<file path="src/rtl/rasp_pkg.sv">
// ----------------------------------------------------------------------------
// rasp_pkg
// Shared types and constants for the point rotate and scale block.
// ----------------------------------------------------------------------------
package rasp_pkg;

  localparam int unsigned ANGLE_W   = 16;
  localparam int unsigned SCALE_W   = 24;
  localparam int unsigned COORD_W   = 16;
  localparam int unsigned CFG_IDX_W = 2;

  localparam logic [CFG_IDX_W-1:0] REG_ROTATE_ANGLE = 2'd0;
  localparam logic [CFG_IDX_W-1:0] REG_SCALE_FACTOR = 2'd1;

  localparam logic [SCALE_W-1:0] SCALE_RESET = 24'd65536;

  // Trig series engine: 60 fraction bits, pi in that format
  localparam int unsigned WORK_BITS    = 60;
  localparam int unsigned THETA_SHIFT  = 15;
  localparam int unsigned TAYLOR_TERMS = 30;
  localparam logic [63:0] PI_WORK      = 64'h3243F6A8885A308D;

  typedef enum logic [2:0] {
    TRIG_IDLE,
    TRIG_TH_GO,
    TRIG_TH_WAIT,
    TRIG_TM_GO,
    TRIG_TM_WAIT,
    TRIG_DIV,
    TRIG_ACC,
    TRIG_FIN
  } trig_state_e;

  typedef struct packed {
    logic start;
    logic shift_long;
  } mul_ctrl_t;

endpackage

</file>
<file path="src/rtl/rasp_wide_mul.sv">
// ----------------------------------------------------------------------------
// rasp_wide_mul
// Multi-cycle 64x64 multiplier, four 32x32 partial products, shifted result.
// ----------------------------------------------------------------------------
module rasp_wide_mul (
  input  logic                clk_i,
  input  logic                rst_ni,
  input  rasp_pkg::mul_ctrl_t ctrl_i,
  input  logic [63:0]         a_i,
  input  logic [63:0]         b_i,
  output logic                done_o,
  output logic [63:0]         res_o
);

  logic         busy_q, busy_d;
  logic         done_q, done_d;
  logic [1:0]   step_q, step_d;
  logic         long_q, long_d;
  logic [63:0]  a_q, a_d, b_q, b_d;
  logic [127:0] acc_q, acc_d;
  logic [31:0]  a_part, b_part;
  logic [63:0]  pp;
  logic [127:0] pp_sh;

  always_comb begin
    a_part = step_q[1] ? a_q[63:32] : a_q[31:0];
    b_part = step_q[0] ? b_q[63:32] : b_q[31:0];
    pp     = a_part * b_part;
    case ({1'b0, step_q[1]} + {1'b0, step_q[0]})
      2'd0:    pp_sh = {64'd0, pp};
      2'd1:    pp_sh = {32'd0, pp, 32'd0};
      default: pp_sh = {pp, 64'd0};
    endcase
  end

  always_comb begin
    busy_d = busy_q;
    done_d = 1'b0;
    step_d = step_q;
    long_d = long_q;
    a_d    = a_q;
    b_d    = b_q;
    acc_d  = acc_q;
    if (busy_q) begin
      acc_d  = acc_q + pp_sh;
      step_d = step_q + 2'd1;
      if (step_q == 2'd3) begin
        busy_d = 1'b0;
        done_d = 1'b1;
      end
    end else if (ctrl_i.start) begin
      busy_d = 1'b1;
      step_d = 2'd0;
      long_d = ctrl_i.shift_long;
      a_d    = a_i;
      b_d    = b_i;
      acc_d  = '0;
    end
  end

  always_ff @(posedge clk_i or negedge rst_ni) begin
    if (!rst_ni) begin
      busy_q <= 1'b0;
      done_q <= 1'b0;
      step_q <= 2'd0;
    end else begin
      busy_q <= busy_d;
      done_q <= done_d;
      step_q <= step_d;
    end
  end

  always_ff @(posedge clk_i) begin
    long_q <= long_d;
    a_q    <= a_d;
    b_q    <= b_d;
    acc_q  <= acc_d;
  end

  assign done_o = done_q;
  assign res_o  = long_q ? acc_q[rasp_pkg::WORK_BITS +: 64]
                         : acc_q[rasp_pkg::THETA_SHIFT +: 64];

endmodule

</file>
<file path="src/rtl/rasp_trig.sv">
// ----------------------------------------------------------------------------
// rasp_trig
// Sequencer for cosine and sine of a binary angle: Taylor series in fixed point
// with 60 fraction bits, shared multiplier, bit-serial divide, quadrant fold.
// ----------------------------------------------------------------------------
module rasp_trig #(
  parameter int unsigned TRIG_FRACTION_BITS = 16
) (
  input  logic                                clk_i,
  input  logic                                rst_ni,
  input  logic                                start_i,
  input  logic [rasp_pkg::ANGLE_W-1:0]        angle_i,
  output logic                                busy_o,
  output logic signed [TRIG_FRACTION_BITS+1:0] cos_o,
  output logic signed [TRIG_FRACTION_BITS+1:0] sin_o
);

  localparam int unsigned CW       = TRIG_FRACTION_BITS + 2;
  localparam int unsigned RND_SH   = rasp_pkg::WORK_BITS - TRIG_FRACTION_BITS;
  localparam int unsigned NW       = $clog2(rasp_pkg::TAYLOR_TERMS + 1);
  localparam logic [63:0] ONE_WORK = 64'd1 << rasp_pkg::WORK_BITS;
  localparam logic [63:0] RND_HALF = 64'd1 << (RND_SH - 1);
  localparam logic [NW-1:0] N_LAST = NW'(rasp_pkg::TAYLOR_TERMS);
  localparam logic [5:0]  DIV_LAST = 6'd63;

  rasp_pkg::trig_state_e state_q, state_d;
  rasp_pkg::mul_ctrl_t   mul_ctrl;

  logic [1:0]        quad_q;
  logic [13:0]       r_q;
  logic [63:0]       theta_q, shreg_q, c_q, s_q;
  logic [NW-1:0]     n_q, rem_q;
  logic [5:0]        cnt_q;
  logic signed [CW-1:0] cos_q, sin_q, cos_d, sin_d;

  logic [63:0] mul_a, mul_b, mul_res;
  logic        mul_done;

  logic [NW:0]   rem_sh, rem_sub;
  logic          q_bit;
  logic [NW-1:0] rem_next;
  logic [63:0]   c_rnd, s_rnd;
  logic signed [CW-1:0] cr, sr;

  rasp_wide_mul u_mul (
    .clk_i  (clk_i),
    .rst_ni (rst_ni),
    .ctrl_i (mul_ctrl),
    .a_i    (mul_a),
    .b_i    (mul_b),
    .done_o (mul_done),
    .res_o  (mul_res)
  );

  always_comb begin
    state_d = state_q;
    unique case (state_q)
      rasp_pkg::TRIG_IDLE:    if (start_i) state_d = rasp_pkg::TRIG_TH_GO;
      rasp_pkg::TRIG_TH_GO:   state_d = rasp_pkg::TRIG_TH_WAIT;
      rasp_pkg::TRIG_TH_WAIT: if (mul_done) state_d = rasp_pkg::TRIG_TM_GO;
      rasp_pkg::TRIG_TM_GO:   state_d = rasp_pkg::TRIG_TM_WAIT;
      rasp_pkg::TRIG_TM_WAIT: if (mul_done) state_d = rasp_pkg::TRIG_DIV;
      rasp_pkg::TRIG_DIV:     if (cnt_q == DIV_LAST) state_d = rasp_pkg::TRIG_ACC;
      rasp_pkg::TRIG_ACC: begin
        state_d = (n_q == N_LAST) ? rasp_pkg::TRIG_FIN : rasp_pkg::TRIG_TM_GO;
      end
      rasp_pkg::TRIG_FIN:     state_d = rasp_pkg::TRIG_IDLE;
      default:                state_d = rasp_pkg::TRIG_IDLE;
    endcase
  end

  always_comb begin
    busy_o              = (state_q != rasp_pkg::TRIG_IDLE);
    mul_ctrl.start      = (state_q == rasp_pkg::TRIG_TH_GO) ||
                          (state_q == rasp_pkg::TRIG_TM_GO);
    mul_ctrl.shift_long = (state_q == rasp_pkg::TRIG_TM_GO);
    mul_a = (state_q == rasp_pkg::TRIG_TH_GO) ? {50'd0, r_q} : shreg_q;
    mul_b = (state_q == rasp_pkg::TRIG_TH_GO) ? rasp_pkg::PI_WORK : theta_q;
  end

  // restoring divide of the product by the term index, one bit per cycle
  always_comb begin
    rem_sh   = {rem_q, shreg_q[63]};
    rem_sub  = rem_sh - {1'b0, n_q};
    q_bit    = (rem_sh >= {1'b0, n_q});
    rem_next = q_bit ? rem_sub[NW-1:0] : rem_sh[NW-1:0];
  end

  always_comb begin
    c_rnd = c_q + RND_HALF;
    s_rnd = s_q + RND_HALF;
    cr    = $signed({1'b0, c_rnd[RND_SH +: TRIG_FRACTION_BITS+1]});
    sr    = $signed({1'b0, s_rnd[RND_SH +: TRIG_FRACTION_BITS+1]});
    case (quad_q)
      2'd0: begin cos_d = cr;  sin_d = sr;  end
      2'd1: begin cos_d = -sr; sin_d = cr;  end
      2'd2: begin cos_d = -cr; sin_d = -sr; end
      default: begin cos_d = sr; sin_d = -cr; end
    endcase
  end

  always_ff @(posedge clk_i or negedge rst_ni) begin
    if (!rst_ni) begin
      state_q <= rasp_pkg::TRIG_IDLE;
      cos_q   <= CW'(64'd1 << TRIG_FRACTION_BITS);
      sin_q   <= '0;
    end else begin
      state_q <= state_d;
      if (state_q == rasp_pkg::TRIG_FIN) begin
        cos_q <= cos_d;
        sin_q <= sin_d;
      end
    end
  end

  always_ff @(posedge clk_i) begin
    unique case (state_q)
      rasp_pkg::TRIG_IDLE: begin
        if (start_i) begin
          quad_q <= angle_i[15:14];
          r_q    <= angle_i[13:0];
        end
      end
      rasp_pkg::TRIG_TH_WAIT: begin
        if (mul_done) begin
          theta_q <= mul_res;
          shreg_q <= ONE_WORK;
          c_q     <= ONE_WORK;
          s_q     <= '0;
          n_q     <= NW'(1);
        end
      end
      rasp_pkg::TRIG_TM_WAIT: begin
        if (mul_done) begin
          shreg_q <= mul_res;
          rem_q   <= '0;
          cnt_q   <= '0;
        end
      end
      rasp_pkg::TRIG_DIV: begin
        shreg_q <= {shreg_q[62:0], q_bit};
        rem_q   <= rem_next;
        cnt_q   <= cnt_q + 6'd1;
      end
      rasp_pkg::TRIG_ACC: begin
        if (n_q[0]) begin
          s_q <= n_q[1] ? s_q - shreg_q : s_q + shreg_q;
        end else begin
          c_q <= n_q[1] ? c_q - shreg_q : c_q + shreg_q;
        end
        n_q <= n_q + NW'(1);
      end
      default: ;
    endcase
  end

  assign cos_o = cos_q;
  assign sin_o = sin_q;

endmodule

</file>
<file path="config.mk">
export PLATFORM = sky130hd
export DESIGN_NAME = rasp_trig
export DESIGN_NICKNAME = d
export VERILOG_FILES = /design/src/rtl/rasp_pkg.sv /design/src/rtl/rasp_wide_mul.sv /design/src/rtl/rasp_trig.sv
export SDC_FILE = /design/constraint.sdc
export NUM_CORES = 2
export LEC_CHECK = 0
export BUFFER_PORTS_ARGS = -buffer_cell sky130_fd_sc_hd__buf_2
export CAP_MARGIN = 20
export CORE_MARGIN = 3
export CORE_UTILIZATION = 40
export DETAILED_ROUTE_END_ITERATION = 10
export HOLD_SLACK_MARGIN = 0.12
export SETUP_SLACK_MARGIN = 0.15
export SLEW_MARGIN = 15
export SYNTH_ARGS = -nofsm -noshare
export SYNTH_HDL_FRONTEND = slang
export SYNTH_SLANG_ARGS = --single-unit
</file>
<file path="constraint.sdc">
create_clock -name clk_i -period 15.8 [get_ports clk_i]
set_input_delay 3.16 -clock clk_i [delete_from_list [all_inputs] [get_ports clk_i]]
set_output_delay 3.16 -clock clk_i [all_outputs]
set_load 0.01 [all_outputs]
</file>
==> flow_metrics.py <==
metrics = {
    "drt": {
        "drt_pre_antenna_iters": 6,
        "drt_wl_total_mm": 275,
        "vias_per_cell": 5.78,
        "avgRoutedWirePerCell_um": 25.8,
        "vias": 61625,
        "initialDrtViolationCount": 6458,
        "ant_nets": 0,
        "drc": 0,
    },
    "power": {
        "combPwrFrac": 0.002,
        "ir_worst_vdd_mv": 0.0665,
        "p_clk_frac": 0.493,
        "p_sw_frac": 0.221,
        "p_switching_uw": 721,
        "power_density_nw_per_um2": 40.8,
        "power_leakage_uw": 0.0346,
        "total_power_uw": 3270,
        "seq_power_share": 0.504,
        "cell_internal_pwr_uw": 2540,
    },
    "cells_and_area": {
        "syn_to_final_growth_pct": 6.79,
        "final_common_cell": "nor2_1",
        "final_cell_mix": "1162 x nor2_1, 988 x inv_1, 900 x fa_1",
        "fin_util": 0.431,
        "layout-drive-gt1-share": 0.0744,
        "fin_nets": 9562,
        "instances_no_fill": 10659,
    },
    "setup_path": {
        "startpoint_type": "register",
        "crit_type": "register to register",
        "path_common_cell": "fa_1",
        "rr_endpoint": "u_mul.acc_q[106]",
        "critical_path.startpoint": "u_mul.step_q[0]",
        "crit_arrival_ns": 14.20,
        "path_max_fanout": 41,
        "cp.required_ns": 16.18,
        "critPathBufInv": 5,
        "slowest_stage": "mux2i_2",
        "max_stage_delay_ns": 0.96,
        "critPathTopFamily": "adder cells",
        "crit_cells": 39,
        "crit_path_end": "u_mul.acc_q[106]",
        "critical_path.endpoint_type": "register",
        "r2r_start": "u_mul.step_q[0]",
        "ff2ff_path_depth": 39,
        "r2r_slack_ns": 1.99,
    },
    "run": {
        "maxCapViolCount": 0,
    },
    "grt": {
        "antenna_found_initial": 11,
        "grt_pass1_vias": 61321,
        "grt_pass1_wl_mm": 405,
        "grtUsageTotal": 0.282,
        "overflow": 0,
        "grt_max_degree": 109,
    },
    "synth": {
        "syn_nets": 9755,
        "ys_ff_latch": 578,
        "avgSynthCellArea_sq_um": 9.02,
        "synth_area_sq_um": 75000,
        "synth_edf_count": 535,
        "synthFlopType": "edfxtp_1",
        "ys_seq_area_frac": 0.228,
        "yosys_warnings": 0,
        "synthTopCellsByArea": "fa_1 24%, edfxtp_1 21%, ha_1 8.7%, nor2_1 5.8%, inv_1 5.0%",
        "synth.distinct_cells": 114,
        "synthArstFlopShare": 0.0744,
        "synthCells": 8314,
        "synth_top_area_frac": 0.240,
        "yosys.area.top_type": "fa_1",
    },
    "sta": {
        "worst_pin_slew_ns": 1.19,
        "timing.setup.tns_ns": 0,
        "slew_viol_final": 0,
        "slew_headroom": 0.188,
        "setup_slack_ns": 1.99,
        "fmax_mhz": 72.4,
        "rsz0062_at_grt": "no",
        "final.min_clock_period_ns": 13.81,
        "finClkSkew_ns": 0.0531,
        "min_period_over_period": 0.874,
        "finalSetupViolCount": 0,
        "hold_viol": 0,
    },
    "clocking": {
        "cts_tree": "yes",
        "cts_max_level": 3,
        "insertion_delay_ns": 0.67,
        "cts_resized": 0,
        "holdBufCountCts": 0,
        "root_buffer": "clkbuf_16",
        "cts_buffer_depth": 3,
        "path_clk_slew_ns": 0.06,
        "post_cts_buffers": 0,
        "cts_sinks": 578,
        "cts_buffers": 66,
    },
    "die": {
        "rows": 158,
        "core-area_sq_um": 186000,
        "die_x_um": 439,
        "die_h_um": 439,
        "start_util": 0.403,
        "die_area_sq_um": 193000,
        "ios": 56,
    },
    "min_path": {
        "hp-class": "register to register",
        "hold_start": "sin_o[17]",
    },
    "place": {
        "place_congestion": 1.07,
        "hpwlAfterDp_mm": 218,
        "io_buffer_count": 55,
        "place_ws_ns": 2.25,
        "placedCellCount": 10528,
    },
    "run_status": {
        "status": "finished clean",
    },
}
power by group through the flow:
stage	registers, uW	logic (uW)	clock network, uW
final	1650	7.63	1610
after global routing	1650	7.94	1690
after CTS	1650	7.79	1650
after detailed placement	1680	7.80	0
after global placement	1680	7.63	0
after floorplan	1680	0.103	0
how the worst min path moves through the flow:
stage                         endpoint  slack [ns]  depth (start not counted)
final                        sin_o[17]        0.48                          2
after global routing         sin_o[17]        0.50                          2
after CTS                    sin_o[17]        0.48                          2
after detailed placement      sin_o[1]        0.46                          2
after global placement       cos_o[10]        0.46                          1
after floorplan           u_mul.b_q[0]        0.48                          1
state kept, by name (all words and copies together), names as in the netlist, 2 cells and up:
signal and flops:
c_q 61, n_q 5, r_q 14, u_mul.a_q 64
quad_q 2, rem_q 5, cos_o 18, u_mul.b_q 64
state_q 3, sin_o 18, cnt_q 6, u_mul.acc_q 124
shreg_q 64, theta_q 64, u_mul.step_q 2, s_q 61
logic make-up after synthesis:
kind of cell | share of synthesized area
XOR/XNOR | 0.0456
flip-flops | 0.228
AO/OA/AOI/OAI | 0.119
AND/OR/NAND/NOR | 0.171
buffers and inverters | 0.0710
adder cells (fa/ha/maj) | 0.327
multiplexers | 0.0380
through the flow:
stage          instance area, sq um  hold WS (ns)
2_1_floorplan                 75000         0.482
3_3_place_gp                  77800         0.461
3_5_place_dp                  77800         0.457
4_1_cts                       80000         0.483
5_1_grt                       80100         0.500
6_report                      80100         0.480
layer usage:
metal,global-route usage,routed length [um]
met1,0.383,114000
met2,0.433,121000
met3,0.0632,26800
met4,0.123,14000
met5,0,11
final cells by class:
type                    instances  area, sq um
fillers                     18248       106000
repair buffers                157         1110
multi-input cells            6325        52800
clock buffers                  76         1730
flip-flops and latches        578        17200
clock inverters                42          453
well taps                    2480         3100
diodes                          8         20.0
inverters                     993         3730
Yosys cell counts, types with 12 or more instances:
cell type,number
a31oi_1,59
buf_2,18
o21a_1,50
nor2b_1,165
xor2_1,157
mux2_2,142
dfrtp_1,42
a22o_1,21
a221oi_1,12
nor3_1,145
fa_1,900
ha_1,522
xnor2_1,228
edfxtp_1,535
buf_1,22
o21ai_0,268
o21bai_1,66
and2_1,72
a21o_1,183
or2_2,33
nand4_1,108
and4_1,15
nor4_1,22
inv_1,991
nand3_1,93
o31ai_1,40
and3_1,46
a211oi_1,37
nand2_1,890
a21oi_1,442
or3_1,18
clkbuf_1,376
nor2_1,1165
o211ai_1,15
o22ai_1,25
mux2i_1,82
mux4_2,19
nand2b_1,47
a21boi_0,16
o21ai_1,17
worst reg2reg max path: cells and delay by family, from the launching register on:
| kind | cells | cell delay, ns |
|---|---|---|
| AND/OR/NAND/NOR | 7 | 2.01 |
| adder cells (fa/ha/maj) | 10 | 4.95 |
| buffers and inverters | 5 | 0.91 |
| flip-flops | 1 | 0.68 |
| AO/OA/AOI/OAI | 14 | 3.32 |
| XOR/XNOR | 2 | 0.63 |
| multiplexers | 1 | 1.03 |
Power figures use the tool's default switching activity.
